--- config.mk ---
export PLATFORM = sky130hd
export DESIGN_NAME = crcfc_out_queue_flat
export DESIGN_NICKNAME = d
export VERILOG_FILES = /design/src/hdl/crcfc_pkg.sv /design/src/hdl/crcfc_if.sv /design/src/hdl/crcfc_out_queue.sv /design/src/flat_wrapper.sv
export SDC_FILE = /design/constraint.sdc
export NUM_CORES = 1
export LEC_CHECK = 0
export BUFFER_PORTS_ARGS = -buffer_cell sky130_fd_sc_hd__buf_2
export CAP_MARGIN = 20
export CORE_ASPECT_RATIO = 2
export CORE_MARGIN = 1.5
export CORE_UTILIZATION = 35
export CTS_CLUSTER_SIZE = 20
export DETAILED_ROUTE_END_ITERATION = 12
export PLACE_DENSITY = 0.59
export SYNTH_ARGS = -nofsm -noshare
export SYNTH_HDL_FRONTEND = slang
export SYNTH_SLANG_ARGS = --single-unit
--- constraint.sdc ---
create_clock -name clock -period 2.95 [get_ports clock]
set_input_delay 0.295 -clock clock [delete_from_list [all_inputs] [get_ports clock]]
set_output_delay 0.295 -clock clock [all_outputs]
set_load 0.005 [all_outputs]
--- src/hdl/crcfc_pkg.sv ---
// ----------------------------------------------------------------------------
// crcfc_pkg
// types, constants and the crc byte update for the crc-16/arc frame checker
// ----------------------------------------------------------------------------
`default_nettype none

package crcfc_pkg;

   localparam int MAX_PAYLOAD = 4096;
   localparam int COUNT_W     = $clog2(MAX_PAYLOAD + 3);
   localparam int LENGTH_W    = 13;
   localparam int BYTE_W      = 8;
   localparam int CRC_W       = 16;
   localparam int KIND_W      = 2;
   localparam int CSR_INDEX_W = 1;
   localparam int CSR_DATA_W  = LENGTH_W;

   localparam logic [CRC_W-1:0]    CRC_POLY       = 16'hA001;
   localparam logic [BYTE_W-1:0]   BYTE_MASK      = 8'hFF;
   localparam logic [LENGTH_W-1:0] LENGTH_DEFAULT = 13'd256;

   // result queue
   localparam int PUSH_MAX    = 3;
   localparam int PUSH_W      = 2;
   localparam int QUEUE_DEPTH = 8;
   localparam int QPTR_W      = $clog2(QUEUE_DEPTH);

   typedef enum logic [CSR_INDEX_W-1:0] {
      CSR_MODE           = 1'b0,
      CSR_PAYLOAD_LENGTH = 1'b1
   } csr_index_type;

   typedef enum logic {
      MODE_CHECK    = 1'b0,
      MODE_GENERATE = 1'b1
   } mode_type;

   typedef enum logic [KIND_W-1:0] {
      KIND_PAYLOAD = 2'd0,
      KIND_CRC     = 2'd1,
      KIND_VERDICT = 2'd2
   } kind_type;

   typedef struct packed {
      kind_type          kind;
      logic [BYTE_W-1:0] out_byte;
      logic              crc_match;
      logic              last;
   } rsp_item_type;

   typedef struct packed {
      logic [PUSH_W-1:0]                count;
      rsp_item_type [PUSH_MAX-1:0]      item;
   } push_type;

   function automatic logic [CRC_W-1:0] crc_absorb(input logic [CRC_W-1:0] crc,
                                                   input logic [BYTE_W-1:0] b);
      logic [CRC_W-1:0] c;
      c = crc ^ {{(CRC_W-BYTE_W){1'b0}}, b & BYTE_MASK};
      for (int k = 0; k < BYTE_W; k++) begin
         if (c[0]) begin
            c = (c >> 1) ^ CRC_POLY;
         end else begin
            c = c >> 1;
         end
      end
      return c;
   endfunction

endpackage

`default_nettype wire

--- src/hdl/crcfc_if.sv ---
// ----------------------------------------------------------------------------
// crcfc_if
// valid/ready channel interfaces: byte input, results and register writes
// ----------------------------------------------------------------------------
`default_nettype none


interface crcfc_rsp_if import crcfc_pkg::*; ();
   logic              valid;
   logic              ready;
   logic [KIND_W-1:0] kind;
   logic [BYTE_W-1:0] out_byte;
   logic              crc_match;
   logic              last;

   modport source (output valid, kind, out_byte, crc_match, last, input ready);
   modport sink   (input valid, kind, out_byte, crc_match, last, output ready);
endinterface


`default_nettype wire

--- src/hdl/crcfc_out_queue.sv ---
// ----------------------------------------------------------------------------
// crcfc_out_queue
// small result queue, up to three written per cycle, one read out when ready
// ----------------------------------------------------------------------------
`default_nettype none

module crcfc_out_queue import crcfc_pkg::*; (
   input  wire logic     clock,
   input  wire logic     reset,
   input  wire push_type push,
   output logic          room,
   crcfc_rsp_if.source   rsp
);

   rsp_item_type [QUEUE_DEPTH-1:0] entry_ff;
   logic [QPTR_W-1:0]              wr_ff, wr_in;
   logic [QPTR_W-1:0]              rd_ff, rd_in;
   logic [QPTR_W:0]                fill_ff, fill_in;
   logic                           pop;
   rsp_item_type                   head;

   assign pop  = rsp.valid & rsp.ready;
   assign head = entry_ff[rd_ff];

   assign rsp.valid     = (fill_ff != '0);
   assign rsp.kind      = head.kind;
   assign rsp.out_byte  = head.out_byte;
   assign rsp.crc_match = head.crc_match;
   assign rsp.last      = head.last;

   // enough space for a full burst from the next transfer
   assign room = (fill_ff <= (QPTR_W+1)'(QUEUE_DEPTH - PUSH_MAX));

   always_comb begin
      wr_in   = wr_ff + QPTR_W'(push.count);
      rd_in   = rd_ff + QPTR_W'(pop);
      fill_in = fill_ff + (QPTR_W+1)'(push.count) - (QPTR_W+1)'(pop);
   end

   always_ff @(posedge clock) begin
      if (reset) begin
         wr_ff   <= '0;
         rd_ff   <= '0;
         fill_ff <= '0;
      end else begin
         wr_ff   <= wr_in;
         rd_ff   <= rd_in;
         fill_ff <= fill_in;
      end
   end

   always_ff @(posedge clock) begin
      for (int i = 0; i < PUSH_MAX; i++) begin
         if (PUSH_W'(i) < push.count) begin
            entry_ff[wr_ff + QPTR_W'(i)] <= push.item[i];
         end
      end
   end

endmodule

`default_nettype wire

--- src/flat_wrapper.sv ---
// flat-port wrapper written by rule: the top's interface ports become plain ports
module crcfc_out_queue_flat import crcfc_pkg::*;
  (clock, reset, push, room, rsp_valid, rsp_kind, rsp_out_byte, rsp_crc_match, rsp_last, rsp_ready);
  crcfc_rsp_if rsp_i ();
  input  wire logic clock;
  input  wire logic reset;
  input  wire push_type push;
  output logic room;
  output wire logic [$bits(rsp_i.valid)-1:0] rsp_valid;
  output wire logic [$bits(rsp_i.kind)-1:0] rsp_kind;
  output wire logic [$bits(rsp_i.out_byte)-1:0] rsp_out_byte;
  output wire logic [$bits(rsp_i.crc_match)-1:0] rsp_crc_match;
  output wire logic [$bits(rsp_i.last)-1:0] rsp_last;
  input wire logic [$bits(rsp_i.ready)-1:0] rsp_ready;
  assign rsp_valid = rsp_i.valid;
  assign rsp_kind = rsp_i.kind;
  assign rsp_out_byte = rsp_i.out_byte;
  assign rsp_crc_match = rsp_i.crc_match;
  assign rsp_last = rsp_i.last;
  assign rsp_i.ready = rsp_ready;
  crcfc_out_queue u_core (.clock(clock), .reset(reset), .push(push), .room(room), .rsp(rsp_i));
endmodule
## Word level (Yosys, flattened, before mapping)

Cells that the tools add are included.

| storage, ports and cells | value |
|---|---|
| bits in registers | 106 |
| bits of input ports | 41 |
| output and inout port bits | 14 |
| word-level logic and storage cells | 71 |

| operators by class | value |
|---|---|
| magnitude comparators | 11 |
| add/subtract/negate cells | 6 |
| bitwise gates (word level) | 1 |
| reductions and logical operators | 4 |
| mux-type cells | 14 |

Operators with widths:

| cell | count |
|---|---|
| 96-bit bitwise mux | 3 |
| 96-bit 2-to-1 mux | 3 |
| 12-bit demux with 3-bit select | 3 |
| 12-bit 2-to-1 mux | 4 |
| 12-bit binary-select mux with 3-bit select | 1 |
| 3-bit by 4-bit less-than comparator with 1-bit output (second input constant) | 4 |
| 3-bit by 1-bit greater-or-equal comparator with 1-bit output (second input constant) | 3 |
| 4-bit by 2-bit adder with 4-bit output | 1 |
| 4-bit by 3-bit less-or-equal comparator with 1-bit output (second input constant) | 1 |
| 1-bit by 2-bit less-than comparator with 1-bit output (first input constant) | 2 |
| 4-bit nonzero test | 1 |
| 4-bit by 1-bit subtractor with 4-bit output | 1 |
| 3-bit by 1-bit adder with 3-bit output | 1 |
| 3-bit by 1-bit adder with 3-bit output (second input constant) | 1 |
| 3-bit by 2-bit adder with 3-bit output | 1 |
| 3-bit by 2-bit adder with 3-bit output (second input constant) | 1 |
| 1-bit logical AND | 3 |
| 2-bit less-than comparator (first input constant) | 1 |
| 1-bit bitwise AND | 1 |

## Longest topological paths before layout

| depth | value |
|---|---|
| depth in word-level cells | 10 |
| depth in mapped cells | 11 |

## Least setup slack after synthesis

No wires, ideal clock.

| path | value |
|---|---|
| kind | reg2reg |
| start | register u_core.fill_ff[2] |
| end | register u_core.fill_ff[2] |
| path slack | 0.982 ns |
| library setup time | 0.128 ns |
| stages on the path, launching flop included | 12 |
| arrival | 1.841 ns |
| clock period less this slack | 1.968 ns |
| cell sequence | dfxtp_1 > inv_1 > ha_1 > nand3_1 > and2_1 > ha_1 > inv_1 > ha_1 > inv_1 > fa_1 > xor2_1 > nor2_1 |

| between the ends | value |
|---|---|
| longest elaborated chain between the ends | 3 |
| elaborated cells on any way between the ends | 4 |

Ends and longest elaborated chain:

| item | line | RTL |
|---|---|---|
| start: declaration | crcfc_out_queue.sv:18 | `logic [QPTR_W:0] fill_ff, fill_in;` |
| start signal: assignment | crcfc_out_queue.sv:48 | `fill_ff <= fill_in;` |
| 4-bit nonzero test | crcfc_out_queue.sv:25 | `assign rsp.valid = (fill_ff != '0);` |
| via rsp_valid | flat_wrapper.sv:9 | `output wire logic [$bits(rsp_i.valid)-1:0] rsp_valid;` |
| 1-bit bitwise AND | crcfc_out_queue.sv:22 | `assign pop = rsp.valid & rsp.ready;` |
| 4-bit by 1-bit subtractor with 4-bit output | crcfc_out_queue.sv:37 | `fill_in = fill_ff + (QPTR_W+1)'(push.count) - (QPTR_W+1)'(pop);` |

The timed path passes the listed nets, and every way through them passes these cells.
A chain may end at the register's enable or synchronous reset.

## Worst setup path after layout

| path | value |
|---|---|
| start | register u_core.rd_ff[0] |
| end | output port rsp_out_byte[7] |

| between the ends | value |
|---|---|
| longest elaborated chain between the ends | 2 |

Ends and longest elaborated chain:

| item | line | RTL |
|---|---|---|
| start: declaration | crcfc_out_queue.sv:17 | `logic [QPTR_W-1:0] rd_ff, rd_in;` |
| start signal: assignment | crcfc_out_queue.sv:47 | `rd_ff <= rd_in;` |
| 12-bit binary-select mux with 3-bit select | crcfc_out_queue.sv:23 | `assign head = entry_ff[rd_ff];` |
| 12-bit 2-to-1 mux (not written as such) | crcfc_out_queue.sv:23 |  |
| end: declaration | flat_wrapper.sv:11 | `output wire logic [$bits(rsp_i.out_byte)-1:0] rsp_out_byte;` |

No other way between the ends. The select of a mux whose other input is x is not followed.

==> flow_summary_export.csv <==
group,metric,value,unit
sta,fin_hold_ws,0.247,ns
setup_path,worstPathArrival,2.26,ns
outcome,outcome,"complete, no violations",
placement,dp.cells,945,
grt,grt_start_max_net_pins,26,
layout,instances_no_fill,963,
pwr,ir_drop,0.423,mV
die,start_util,35.5,%
setup_path,end_kind,"primary output",
grt,grt_pass1_wl,37200,um
routing,ant_nets,0,
yosys,netlist_area,6290,um^2
sta,rsz0062_at_grt,"false",
clock_tree,cts-root-buf,"clkbuf_16",
yosys,ys_async_sr_fraction,0,%
yosys,synth-edff-count,0,
clock_tree,clkLatencyLatePin,0.36,ns
yosys,synth_flop_cell,"dfxtp_1",
yosys,yosys-top-cells-area,"dfxtp_1, a221oi_1, o31ai_1",
routing,drtPass1Iterations,5,
routing,num_vias,6241,
placement,place.port_buffers,54,
layout,layout-drive-gt1-share,20.3,%
grt,track_usage,26.4,%
yosys,syn_nets,794,
die,core,17700,um^2
layout,final_area,7000,um^2
layout,fin_nets,799,
routing,route.detailed.drc,0,
yosys,synth-seq-cells,106,
sta,setup-tns-final,0,ns
routing,wl_per_cell,25.7,um
sta,max_freq,0.391,GHz
clock_tree,cts_sinks,106,
clock_tree,clock_path_buffers,2,
clock_tree,post_cts_buffers,0,
clock_tree,cts.htree.levels,3,
layout,final_util,39.6,%
placement,gp_congestion,0.920,
pwr,power_leakage,2.54,nW
die,dieWidth,97.8,um
routing,drt-initial-drc-count,675,
die,rows,69,
routing,avgViaCountPerCell,6.48,
yosys,synth.distinct_cells,33,
sta,tightest_slew,1.11,ns
sta,relSlewSlack,25.8,%
placement,placed_cell_area,6680,um^2
yosys,synth_commonest_cells,"nor2_1, dfxtp_1, nand2_1",
setup_path,cp-start-kind,"flip-flop",
routing,wl_met2,12900,um
sta,fin_crit_sh,86.6,%
routing,maxUsedRoutingLayer,"met4",
flow_run,maxCapViolCount,0,
clock_tree,cts_hold_buf,0,
routing,dr_wl_met3,1900,um
setup_path,cp_max_fo,12,
yosys,ys_seq_area_share,33.8,%
sta,min_period,2.56,ns
grt,grt_pass1_vias,6195,
layout,diodes,0,
yosys,yosys_warnings,0,
setup_path,crit_required,2.65,ns
setup_path,path_class,"flip-flop to primary output",
die,io_pins,55,
yosys,yosys.area.top_type,"dfxtp_1",
routing,routed_wl,24800,um
yosys,synth_top_cell_area_share,33.8,%
grt,grt_antenna_before_repair,1,
pwr,power_density,947,nW/um^2
yosys,synth.most_common_cell,"nor2_1",
grt,grt.overflow.total,0,
clock_tree,clk_pin_slew_worst_paths,0.07,ns
clock_tree,cts_tree,"yes",
sta,hold_viol_final,0,
setup_path,r2r_slack,0.45,ns
die,die_h,193,um
die,dieArea,18800,um^2
clock_tree,cts_buffers,9,
sta,final-setup-viol-count,0,
layout,synthToLayoutAreaGrowth,11.4,%
sta,slew_violations,0,
routing,drt-met1-wl,8690,um
yosys,synthCells,740,
min_path,hp-class,"input port to flip-flop",
yosys,synth.avg_cell_area,8.49,um^2
sta,finClkSkew,0.00703,ns
placement,dp_hpwl,16900,um
layout,filler_cell_count,1786,
clock_tree,cts_resized,0,
==> kinds of logic (layout without fill, tap and decap cells) <==
kind of cell / after synthesis / after routing / share of synthesized area [%]
XOR/XNOR: 6 / 6 / 1.08
flip-flops: 106 / 106 / 33.8
adder cells (fa/ha/maj): 13 / 13 / 2.83
AND/OR/NAND/NOR: 280 / 280 / 19.1
multiplexers: 36 / 36 / 10.7
AO/OA/AOI/OAI: 196 / 196 / 25.3
buffers and inverters: 103 / 113 / 7.21
==> registers in the layout, summed over array words and instances, names as in the netlist <==
| register | count |
|---|---|
| u_core.entry_ff | 96 |
| u_core.fill_ff | 4 |
| u_core.rd_ff | 3 |
| u_core.wr_ff | 3 |
==> layout make-up <==
type                    count  area, um^2  area share [%]
repair buffers             84         512            7.31
flip-flops and latches    106        2120            30.3
multi-input cells         531        3750            53.6
well taps                 213         267            3.81
inverters                  13        48.8           0.697
clock inverters             2        35.0           0.500
clock buffers              14         264            3.77
==> per-layer routing <==
layer / up-vias / GRT usage, %
met5: - / 0
met4: 0 / 16.4
met3: 89 / 4.60
met2: 399 / 47.2
met1: 3002 / 28.8
li1: 2751 / -
==> placed cells by master, fill, tap and decap left out, drive strengths merged <==
master	netlist	final
o31ai	96	96
nor2	114	114
fa	2	2
nor3b	1	1
mux4	24	24
a22oi	1	1
a21o	1	1
or3	2	2
o211a	1	1
mux2	12	12
clkbuf	32	14
clkinv	0	1
ha	11	11
xor2	3	3
a21oi	1	1
or2	2	2
xnor2	3	3
buf	58	84
nand2	104	104
nor2b	19	19
nand2b	4	4
a221oi	96	96
nand3	11	11
nor3	9	9
and2	13	13
inv	13	13
nand3b	1	1
bufinv	0	1
dfxtp	106	106
==> where the power goes <==
group / switching (W) / internal [W] / leakage [nW]
registers: 0.000467 / 0.00215 / 0.892
logic: 0.00128 / 0.00147 / 1.50
clock network: 0.000555 / 0.000706 / 0.147
==> metrics by stage <==
step	total power [W]	setup WS, ns
floorplan	0.00447	0.982
global placement	0.00531	0.469
detailed placement	0.00534	0.449
CTS	0.00662	0.373
global route	0.00699	0.298
finish	0.00663	0.395
==> worst max-delay path, stage by stage, from the launching register on <==
cell	delay [ns]
dfxtp_2	0.68
buf_4	0.24
mux4_2	0.54
mux2_2	0.30
buf_2	0.13
==> path summary, 6_finish.rpt <==
path / from / to / cells past startpoint
min reg2reg: u_core.entry_ff[78] / u_core.entry_ff[78] / 2
max reg2reg: u_core.wr_ff[1] / u_core.entry_ff[24] / 5
max: u_core.rd_ff[0] / rsp_out_byte[7] / 4
min: reset / u_core.rd_ff[0] / 2
Power figures use the tool's default switching activity.
